<file path="config.mk">
export PLATFORM = sky130hd
export DESIGN_NAME = postfix_to_load_store_codegen_unit
export DESIGN_NICKNAME = d
export VERILOG_FILES = /design/src/rtl/pfc_pkg.sv /design/src/rtl/pfc_front.sv /design/src/rtl/pfc_back.sv /design/src/rtl/postfix_to_load_store_codegen_unit.sv
export SDC_FILE = /design/constraint.sdc
export NUM_CORES = 1
export LEC_CHECK = 0
export ABC_AREA = 1
export BUFFER_PORTS_ARGS = -buffer_cell sky130_fd_sc_hd__buf_2
export CORE_ASPECT_RATIO = 0.75
export CORE_MARGIN = 2
export CORE_UTILIZATION = 60
export DETAILED_ROUTE_END_ITERATION = 8
export PLACE_DENSITY = 0.76
export SLEW_MARGIN = 20
export SYNTH_ARGS = -nofsm -noshare
export SYNTH_HDL_FRONTEND = slang
export SYNTH_SLANG_ARGS = --single-unit
</file>
<file path="constraint.sdc">
create_clock -name i_clk -period 5.6 [get_ports i_clk]
set_clock_uncertainty 0.2 [all_clocks]
set_input_delay 0.56 -clock i_clk [delete_from_list [all_inputs] [get_ports i_clk]]
set_output_delay 0.56 -clock i_clk [all_outputs]
set_load 0.01 [all_outputs]
</file>
<file path="src/rtl/pfc_pkg.sv">
package pfc_pkg;

    localparam int STACK_DEPTH_DEF = 16;
    localparam int QUEUE_DEPTH     = 2;

    localparam logic [7:0] CH_LF    = 8'd10;
    localparam logic [7:0] CH_CR    = 8'd13;
    localparam logic [7:0] CH_PLUS  = 8'h2b;
    localparam logic [7:0] CH_MINUS = 8'h2d;
    localparam logic [7:0] CH_STAR  = 8'h2a;
    localparam logic [7:0] CH_SLASH = 8'h2f;

    typedef enum logic [2:0] {
        OP_LDR = 3'd0,
        OP_ADD = 3'd1,
        OP_SUB = 3'd2,
        OP_MUL = 3'd3,
        OP_DIV = 3'd4,
        OP_STR = 3'd5
    } t_opcode;

    typedef enum logic [1:0] {
        ST_OK    = 2'd0,
        ST_UNDER = 2'd1,
        ST_OVER  = 2'd2
    } t_status;

    typedef enum logic {
        K_OPND = 1'b0,
        K_OPER = 1'b1
    } t_kind;

    typedef enum logic [2:0] {
        S_IDLE,
        S_RD_TOP,
        S_LDR_TOP,
        S_LDR_BELOW,
        S_ARITH,
        S_STR
    } t_state;

    typedef struct packed {
        logic [7:0] token;
        logic       is_final;
    } t_item;

    typedef struct packed {
        t_opcode    opcode;
        logic       first_is_temp;
        logic [7:0] first_operand;
        logic       second_is_temp;
        logic [7:0] second_operand;
        t_status    status;
        logic       run_end;
    } t_result;

    // classified token as it travels from front to back
    typedef struct packed {
        t_kind      kind;
        t_opcode    op;
        logic [7:0] token;
        logic       is_final;
    } t_cmd;

endpackage

</file>
<file path="src/rtl/pfc_front.sv">
module pfc_front (
    input  logic           i_clk,
    input  logic           i_rst_n,
    input  logic           i_push,
    output logic           o_full,
    input  pfc_pkg::t_item i_item,
    output logic           o_cmd_valid,
    output pfc_pkg::t_cmd  o_cmd,
    input  logic           i_cmd_pop
);
    import pfc_pkg::*;

    localparam int QP_W = (QUEUE_DEPTH > 1) ? $clog2(QUEUE_DEPTH) : 1;
    localparam int QC_W = $clog2(QUEUE_DEPTH + 1);

    t_cmd            r_q [QUEUE_DEPTH];
    logic [QP_W-1:0] r_wp, n_wp;
    logic [QP_W-1:0] r_rp, n_rp;
    logic [QC_W-1:0] r_qcnt, n_qcnt;
    t_cmd            cls;
    logic            is_break;
    logic            wr_en;
    logic            rd_en;

    always_comb begin
        cls          = '0;
        cls.token    = i_item.token;
        cls.is_final = i_item.is_final;
        cls.kind     = K_OPER;
        case (i_item.token)
            CH_PLUS:  cls.op = OP_ADD;
            CH_MINUS: cls.op = OP_SUB;
            CH_STAR:  cls.op = OP_MUL;
            CH_SLASH: cls.op = OP_DIV;
            default: begin
                cls.op   = OP_LDR;
                cls.kind = K_OPND;
            end
        endcase
    end

    assign is_break    = (i_item.token == CH_LF) || (i_item.token == CH_CR);
    assign o_full      = (r_qcnt == QC_W'(QUEUE_DEPTH));
    assign o_cmd_valid = (r_qcnt != '0);
    assign o_cmd       = r_q[r_rp];
    // line breaks are taken and dropped here
    assign wr_en       = i_push && !o_full && !is_break;
    assign rd_en       = i_cmd_pop && o_cmd_valid;

    always_comb begin
        n_wp   = r_wp;
        n_rp   = r_rp;
        n_qcnt = r_qcnt;
        if (wr_en) begin
            n_wp = (r_wp == QP_W'(QUEUE_DEPTH - 1)) ? '0 : r_wp + QP_W'(1);
        end
        if (rd_en) begin
            n_rp = (r_rp == QP_W'(QUEUE_DEPTH - 1)) ? '0 : r_rp + QP_W'(1);
        end
        if (wr_en && !rd_en) begin
            n_qcnt = r_qcnt + QC_W'(1);
        end else if (!wr_en && rd_en) begin
            n_qcnt = r_qcnt - QC_W'(1);
        end
    end

    always_ff @(posedge i_clk) begin
        if (!i_rst_n) begin
            r_wp   <= '0;
            r_rp   <= '0;
            r_qcnt <= '0;
        end else begin
            r_wp   <= n_wp;
            r_rp   <= n_rp;
            r_qcnt <= n_qcnt;
        end
    end

    always_ff @(posedge i_clk) begin
        if (wr_en) begin
            r_q[r_wp] <= cls;
        end
    end

endmodule

</file>
<file path="src/rtl/pfc_back.sv">
module pfc_back #(
    parameter int STACK_DEPTH = pfc_pkg::STACK_DEPTH_DEF
) (
    input  logic             i_clk,
    input  logic             i_rst_n,
    input  logic             i_cmd_valid,
    input  pfc_pkg::t_cmd    i_cmd,
    output logic             o_cmd_pop,
    output logic             o_res_valid,
    output pfc_pkg::t_result o_res,
    input  logic             i_res_pop
);
    import pfc_pkg::*;

    localparam int CNT_W = $clog2(STACK_DEPTH + 1);
    localparam int IDX_W = (STACK_DEPTH > 1) ? $clog2(STACK_DEPTH) : 1;

    t_state           r_state, n_state;
    logic [CNT_W-1:0] r_count, n_count;
    logic [7:0]       r_temp, n_temp;
    logic [8:0]       r_stack [STACK_DEPTH];
    logic [8:0]       r_rdata;
    logic [8:0]       r_top;
    logic [8:0]       r_below;
    t_opcode          r_op;
    logic             r_final;
    logic             r_out_valid;
    t_result          r_out;

    logic             slot_free;
    logic             cnt_lt2;
    logic             stk_full;
    logic             emit;
    t_result          rec;
    logic             wr_en;
    logic [8:0]       wr_data;
    logic [IDX_W-1:0] wr_addr;
    logic [CNT_W-1:0] rd_cnt;
    logic [IDX_W-1:0] rd_addr;

    assign slot_free   = !r_out_valid || i_res_pop;
    assign cnt_lt2     = r_count < CNT_W'(2);
    assign stk_full    = r_count == CNT_W'(STACK_DEPTH);
    assign wr_addr     = r_count[IDX_W-1:0];
    assign rd_addr     = rd_cnt[IDX_W-1:0];
    assign o_res_valid = r_out_valid;
    assign o_res       = r_out;

    always_comb begin
        n_state = r_state;
        case (r_state)
            S_IDLE: begin
                if (i_cmd_valid && slot_free && i_cmd.kind == K_OPER && !cnt_lt2) begin
                    n_state = S_RD_TOP;
                end
            end
            S_RD_TOP:    n_state = S_LDR_TOP;
            S_LDR_TOP:   if (slot_free) n_state = S_LDR_BELOW;
            S_LDR_BELOW: if (slot_free) n_state = S_ARITH;
            S_ARITH: begin
                if (slot_free) begin
                    n_state = r_final ? S_IDLE : S_STR;
                end
            end
            S_STR:       if (slot_free) n_state = S_IDLE;
            default:     n_state = S_IDLE;
        endcase
    end

    always_comb begin
        o_cmd_pop = 1'b0;
        emit      = 1'b0;
        rec       = '0;
        wr_en     = 1'b0;
        wr_data   = {1'b0, i_cmd.token};
        // below-top entry by default; top entry in the idle state, where the command is taken
        rd_cnt    = r_count - CNT_W'(2);
        n_count   = r_count;
        n_temp    = r_temp;
        case (r_state)
            S_IDLE: begin
                o_cmd_pop = i_cmd_valid && slot_free;
                rd_cnt    = r_count - CNT_W'(1);
                if (o_cmd_pop) begin
                    if (i_cmd.kind == K_OPND) begin
                        if (stk_full) begin
                            emit        = 1'b1;
                            rec.status  = ST_OVER;
                            rec.run_end = 1'b1;
                        end else begin
                            wr_en   = 1'b1;
                            n_count = r_count + CNT_W'(1);
                        end
                    end else if (cnt_lt2) begin
                        emit        = 1'b1;
                        rec.status  = ST_UNDER;
                        rec.run_end = 1'b1;
                    end
                end
            end
            S_LDR_TOP: begin
                emit              = slot_free;
                rec.opcode        = OP_LDR;
                rec.first_is_temp = r_top[8];
                rec.first_operand = r_top[7:0];
                if (slot_free) begin
                    n_count = r_count - CNT_W'(2);
                    n_temp  = r_temp + 8'd1;
                end
            end
            S_LDR_BELOW: begin
                emit              = slot_free;
                rec.opcode        = OP_LDR;
                rec.first_is_temp = r_below[8];
                rec.first_operand = r_below[7:0];
            end
            S_ARITH: begin
                emit               = slot_free;
                rec.opcode         = r_op;
                rec.first_is_temp  = r_top[8];
                rec.first_operand  = r_top[7:0];
                rec.second_is_temp = r_below[8];
                rec.second_operand = r_below[7:0];
                rec.run_end        = r_final;
            end
            S_STR: begin
                emit              = slot_free;
                rec.opcode        = OP_STR;
                rec.first_is_temp = 1'b1;
                rec.first_operand = r_temp;
                rec.run_end       = 1'b1;
                wr_data           = {1'b1, r_temp};
                if (slot_free) begin
                    wr_en   = 1'b1;
                    n_count = r_count + CNT_W'(1);
                end
            end
            default: begin
            end
        endcase
    end

    always_ff @(posedge i_clk) begin
        if (!i_rst_n) begin
            r_state     <= S_IDLE;
            r_count     <= '0;
            r_temp      <= '0;
            r_out_valid <= 1'b0;
        end else begin
            r_state <= n_state;
            r_count <= n_count;
            r_temp  <= n_temp;
            if (emit) begin
                r_out_valid <= 1'b1;
            end else if (i_res_pop) begin
                r_out_valid <= 1'b0;
            end
        end
    end

    always_ff @(posedge i_clk) begin
        if (emit) begin
            r_out <= rec;
        end
        if (o_cmd_pop) begin
            r_op    <= i_cmd.op;
            r_final <= i_cmd.is_final;
        end
        if (r_state == S_RD_TOP) begin
            r_top <= r_rdata;
        end
        // read address holds on the entry below while waiting here
        if (r_state == S_LDR_TOP) begin
            r_below <= r_rdata;
        end
    end

    always_ff @(posedge i_clk) begin
        if (wr_en) begin
            r_stack[wr_addr] <= wr_data;
        end
        r_rdata <= r_stack[rd_addr];
    end

endmodule

</file>
<file path="src/rtl/postfix_to_load_store_codegen_unit.sv">
// An item passes the input queue register; an operator's first record is registered in
// the load-top state, after read-top. Operand and error items are taken in idle; an
// operator steps read-top, load-top, load-below, arith and store (not when final), paced
// by the single stack read port and one record per cycle out while the result is free.
// Reset (synchronous, active low) empties the queue and result register and clears the
// stack count and temp counter; stack entries are not cleared.
module postfix_to_load_store_codegen_unit #(
    parameter int STACK_DEPTH = pfc_pkg::STACK_DEPTH_DEF
) (
    input  logic             i_clk,
    input  logic             i_rst_n,
    input  logic             push,
    output logic             full,
    input  pfc_pkg::t_item   i_item,
    output logic             empty,
    input  logic             pop,
    output pfc_pkg::t_result o_result
);
    import pfc_pkg::*;

    logic    cmd_valid;
    t_cmd    cmd;
    logic    cmd_pop;
    logic    res_valid;

    pfc_front u_front (
        .i_clk       (i_clk),
        .i_rst_n     (i_rst_n),
        .i_push      (push),
        .o_full      (full),
        .i_item      (i_item),
        .o_cmd_valid (cmd_valid),
        .o_cmd       (cmd),
        .i_cmd_pop   (cmd_pop)
    );

    pfc_back #(
        .STACK_DEPTH (STACK_DEPTH)
    ) u_back (
        .i_clk       (i_clk),
        .i_rst_n     (i_rst_n),
        .i_cmd_valid (cmd_valid),
        .i_cmd       (cmd),
        .o_cmd_pop   (cmd_pop),
        .o_res_valid (res_valid),
        .o_res       (o_result),
        .i_res_pop   (pop)
    );

    assign empty = !res_valid;

endmodule

</file>
==> results.json <==
{
  "cts_buffers": 24,
  "area_delta_synth_final_pct": 10.08,
  "gp_congestion": 0.9119,
  "p_leak_nw": 4.682,
  "numPortBuffers": 38,
  "initial_core_util_pct": 61.25,
  "required_ns": 5.55,
  "wl_per_cell_um": 18.98,
  "rsz0062_at_grt": "no",
  "cp-end-kind": "flip-flop",
  "synth_cell_types": 42,
  "syn_nets": 1019,
  "die_h_um": 120.1,
  "tns_ns": 0,
  "cts.hold.buffers_added": 0,
  "drive_gt1_share_pct": 10.15,
  "drt-total-wl_mm": 24.41,
  "grt_max_degree": 75,
  "ys.warnings.count": 0,
  "synthFlopType": "edfxtp_1",
  "stdcell_count": 1286,
  "grt_overflow_total": 0,
  "use_met2_pct": 38.59,
  "post_cts_resized": 0,
  "seq_area_frac_synth_pct": 65.91,
  "critPathLaunchType": "flip-flop",
  "ant_nets": 0,
  "regArea_mm2": 0.007107,
  "gr-usage-met1_pct": 40.28,
  "top_usage_layer": "met1",
  "h-tree-depth": 1,
  "antenna_found_initial": 0,
  "clock.fmax_mhz": 291.7,
  "viasPerCell": 5.655,
  "hpwlAfterDp_mm": 15.38,
  "hold_viol": 0,
  "cts_root_buffer": "clkbuf_16",
  "maxSlewViolCount": 0,
  "clock-sinks": 247,
  "fin_crit_ns": 3.429,
  "worst_pin_slew_ns": 1.065,
  "setup_viol_count_final": 0,
  "drt-pass1-iter-count": 5,
  "netlist_instances": 996,
  "fin_nets": 1049,
  "synth_edf_count": 216,
  "synthesis.area_mm2": 0.01078,
  "crit_fanout": 29,
  "clk_latency_ns": 0.52,
  "cts_tree": "built",
  "ios": 39,
  "rows": 42,
  "worstSetupPathType": "reg -> reg",
  "vias": 7272,
  "clockBufferDepth": 3,
  "grt_pass1_wl_mm": 38.40,
  "syn_avg_cell_area_um2": 10.83,
  "worst_slack_ns": 2.171,
  "drc_errors": 0,
  "antenna_cells": 0,
  "hold_path_class": "in -> reg",
  "async_flop_share_pct": 0,
  "crit_arrival_ns": 3.38,
  "drt_iter0_markers": 813,
  "grt_use_met3_pct": 5.945,
  "ir_drop_uv": 415.2,
  "outcome": "finished, final reports clean",
  "synth-seq-cells": 247,
  "cts_setup_buffers": 0,
  "n_fill_cell": 1329,
  "dieArea_mm2": 0.01907,
  "design.core.area_mm2": 0.01760,
  "path_clk_slew_ns": 0.06,
  "multiInputGateArea_mm2": 0.002870,
  "p_per_area_mw_per_mm2": 633.2,
  "track_usage_pct": 26.23,
  "slew_headroom_pct": 28.98,
  "fin_crit_sh_pct": 61.23,
  "place_ws_ns": 2.263,
  "total_power_mw": 7.516,
  "place_inst": 1242,
  "maxCapViolations": 0,
  "grt_pass1_vias": 6862,
  "die_x_um": 158.8
}
==> per-stage QoR <==
| step | hold WS [ns] | utilization, % | cell area [um^2] |
|---|---|---|---|
| floorplan | 0.2037 | - | 10780 |
| global route | 0.04170 | 67.43 | 11870 |
| detailed placement | 0.2157 | 63.22 | 11130 |
| global placement | 0.2079 | 63.22 | 11130 |
| finish | 0.04937 | 67.43 | 11870 |
| CTS | 0.03784 | 67.36 | 11860 |
==> final timing paths <==
check / endpoint / from / cells after the start / slack, ns
hold / removal: u_front.r_q[0][0] / i_item[0] / 1 / 0.05
hold reg to reg: u_back.r_top[8] / u_back.r_rdata[8] / 0 / 0.23
setup reg to reg: u_back.r_stack[10][7] / u_back.r_state[2] / 8 / 2.17
setup / recovery: u_back.r_stack[10][7] / u_back.r_state[2] / 8 / 2.17
==> area by class of cell <==
cell class	count	area share (%)
Inverter	169	5.344
Multi-Input combinational cell	541	24.18
Clock buffer	41	5.934
Clock inverter	3	0.2003
Sequential cell	247	59.87
Tap cell	242	2.551
Timing Repair Buffer	43	1.918
==> registers in the layout, summed over array words and instances, names as in the netlist, named ones only <==
name                count
u_back.o_res           24
u_back.r_rdata          9
u_back.r_stack        144
u_back.r_top            9
u_back.r_count          5
u_front.r_q            26
u_front.r_rp            1
u_back.o_res_valid      1
u_front.r_qcnt          2
u_back.r_temp           8
u_back.r_final          1
u_back.r_op             3
u_back.r_state          3
u_front.r_wp            1
u_back.r_below          9
==> logic make-up after synthesis <==
kind of cell             Yosys count  synth area share (%)
multiplexers                       5                0.5105
buffers and inverters            208                 7.832
AND/OR/NAND/NOR                  439                 19.46
XOR/XNOR                          11                 1.033
adder cells (fa/ha/maj)           10                 1.160
AO/OA/AOI/OAI                     76                 4.096
flip-flops                       247                 65.91
==> synth_stat cells (2+ instances only) <==
cell type,count,area (um^2)
a21oi_1,23,115.1
a31oi_1,4,25.02
buf_1,2,7.510
buf_2,24,120.1
buf_4,9,67.56
clkbuf_1,4,15.01
dfxtp_1,31,620.6
edfxtp_1,216,6486
ha_1,10,125.1
inv_1,163,611.8
inv_2,5,18.77
mux2_2,4,45.04
nand2_1,152,570.6
nand2_2,3,18.77
nand3_1,172,860.8
nand3b_1,37,277.8
nand4_1,2,12.51
nor2_1,54,202.7
nor2_2,2,12.51
nor3_1,5,25.02
nor3b_1,2,15.01
nor4_1,4,25.02
o211ai_1,4,30.03
o21a_1,3,22.52
o21ai_0,32,160.2
o21ai_4,2,32.53
o22ai_1,4,25.02
xnor2_1,2,17.52
xor2_1,7,61.31
xor2_2,2,32.53
==> critical path: stages (launching register included) <==
cell	delay (ns)
dfxtp_1	0.54
inv_1	0.14
nor2_2	0.12
buf_4	0.34
inv_1	0.39
o21a_1	0.32
inv_2	0.10
nand2_1	0.21
nor2_1	0.68
==> metal layers <==
metal	vias up	wire length, um
met5	-	0
met4	0	519
met3	43	2533
met2	350	10520
met1	3455	10830
li1	3424	-
==> cells in the final DEF (no fill, tap or decap), types with 4 or more instances in the layout <==
cell / n
nor2_1: 52
o22ai_1: 4
dfxtp_1: 31
buf_2: 38
ha_1: 10
a31oi_1: 4
inv_1: 163
nor3_1: 5
inv_2: 5
clkbuf_1: 13
nand2_1: 152
clkbuf_16: 24
o211ai_1: 4
nor2_2: 4
o21ai_2: 7
buf_4: 5
nor4_1: 4
xor2_1: 7
nand3_1: 172
nand3b_1: 37
clkbuf_8: 4
a21oi_1: 23
edfxtp_1: 216
o21ai_0: 24
mux2_2: 4
==> power breakdown <==
| group | switching, mW | internal (mW) | leakage [nW] |
|---|---|---|---|
| combinational | 2.47 | 0.894 | 2.09 |
| sequential | 0.140 | 2.52 | 2.24 |
| clock | 0.643 | 0.852 | 0.350 |
(Power assumes the default switching activity.)
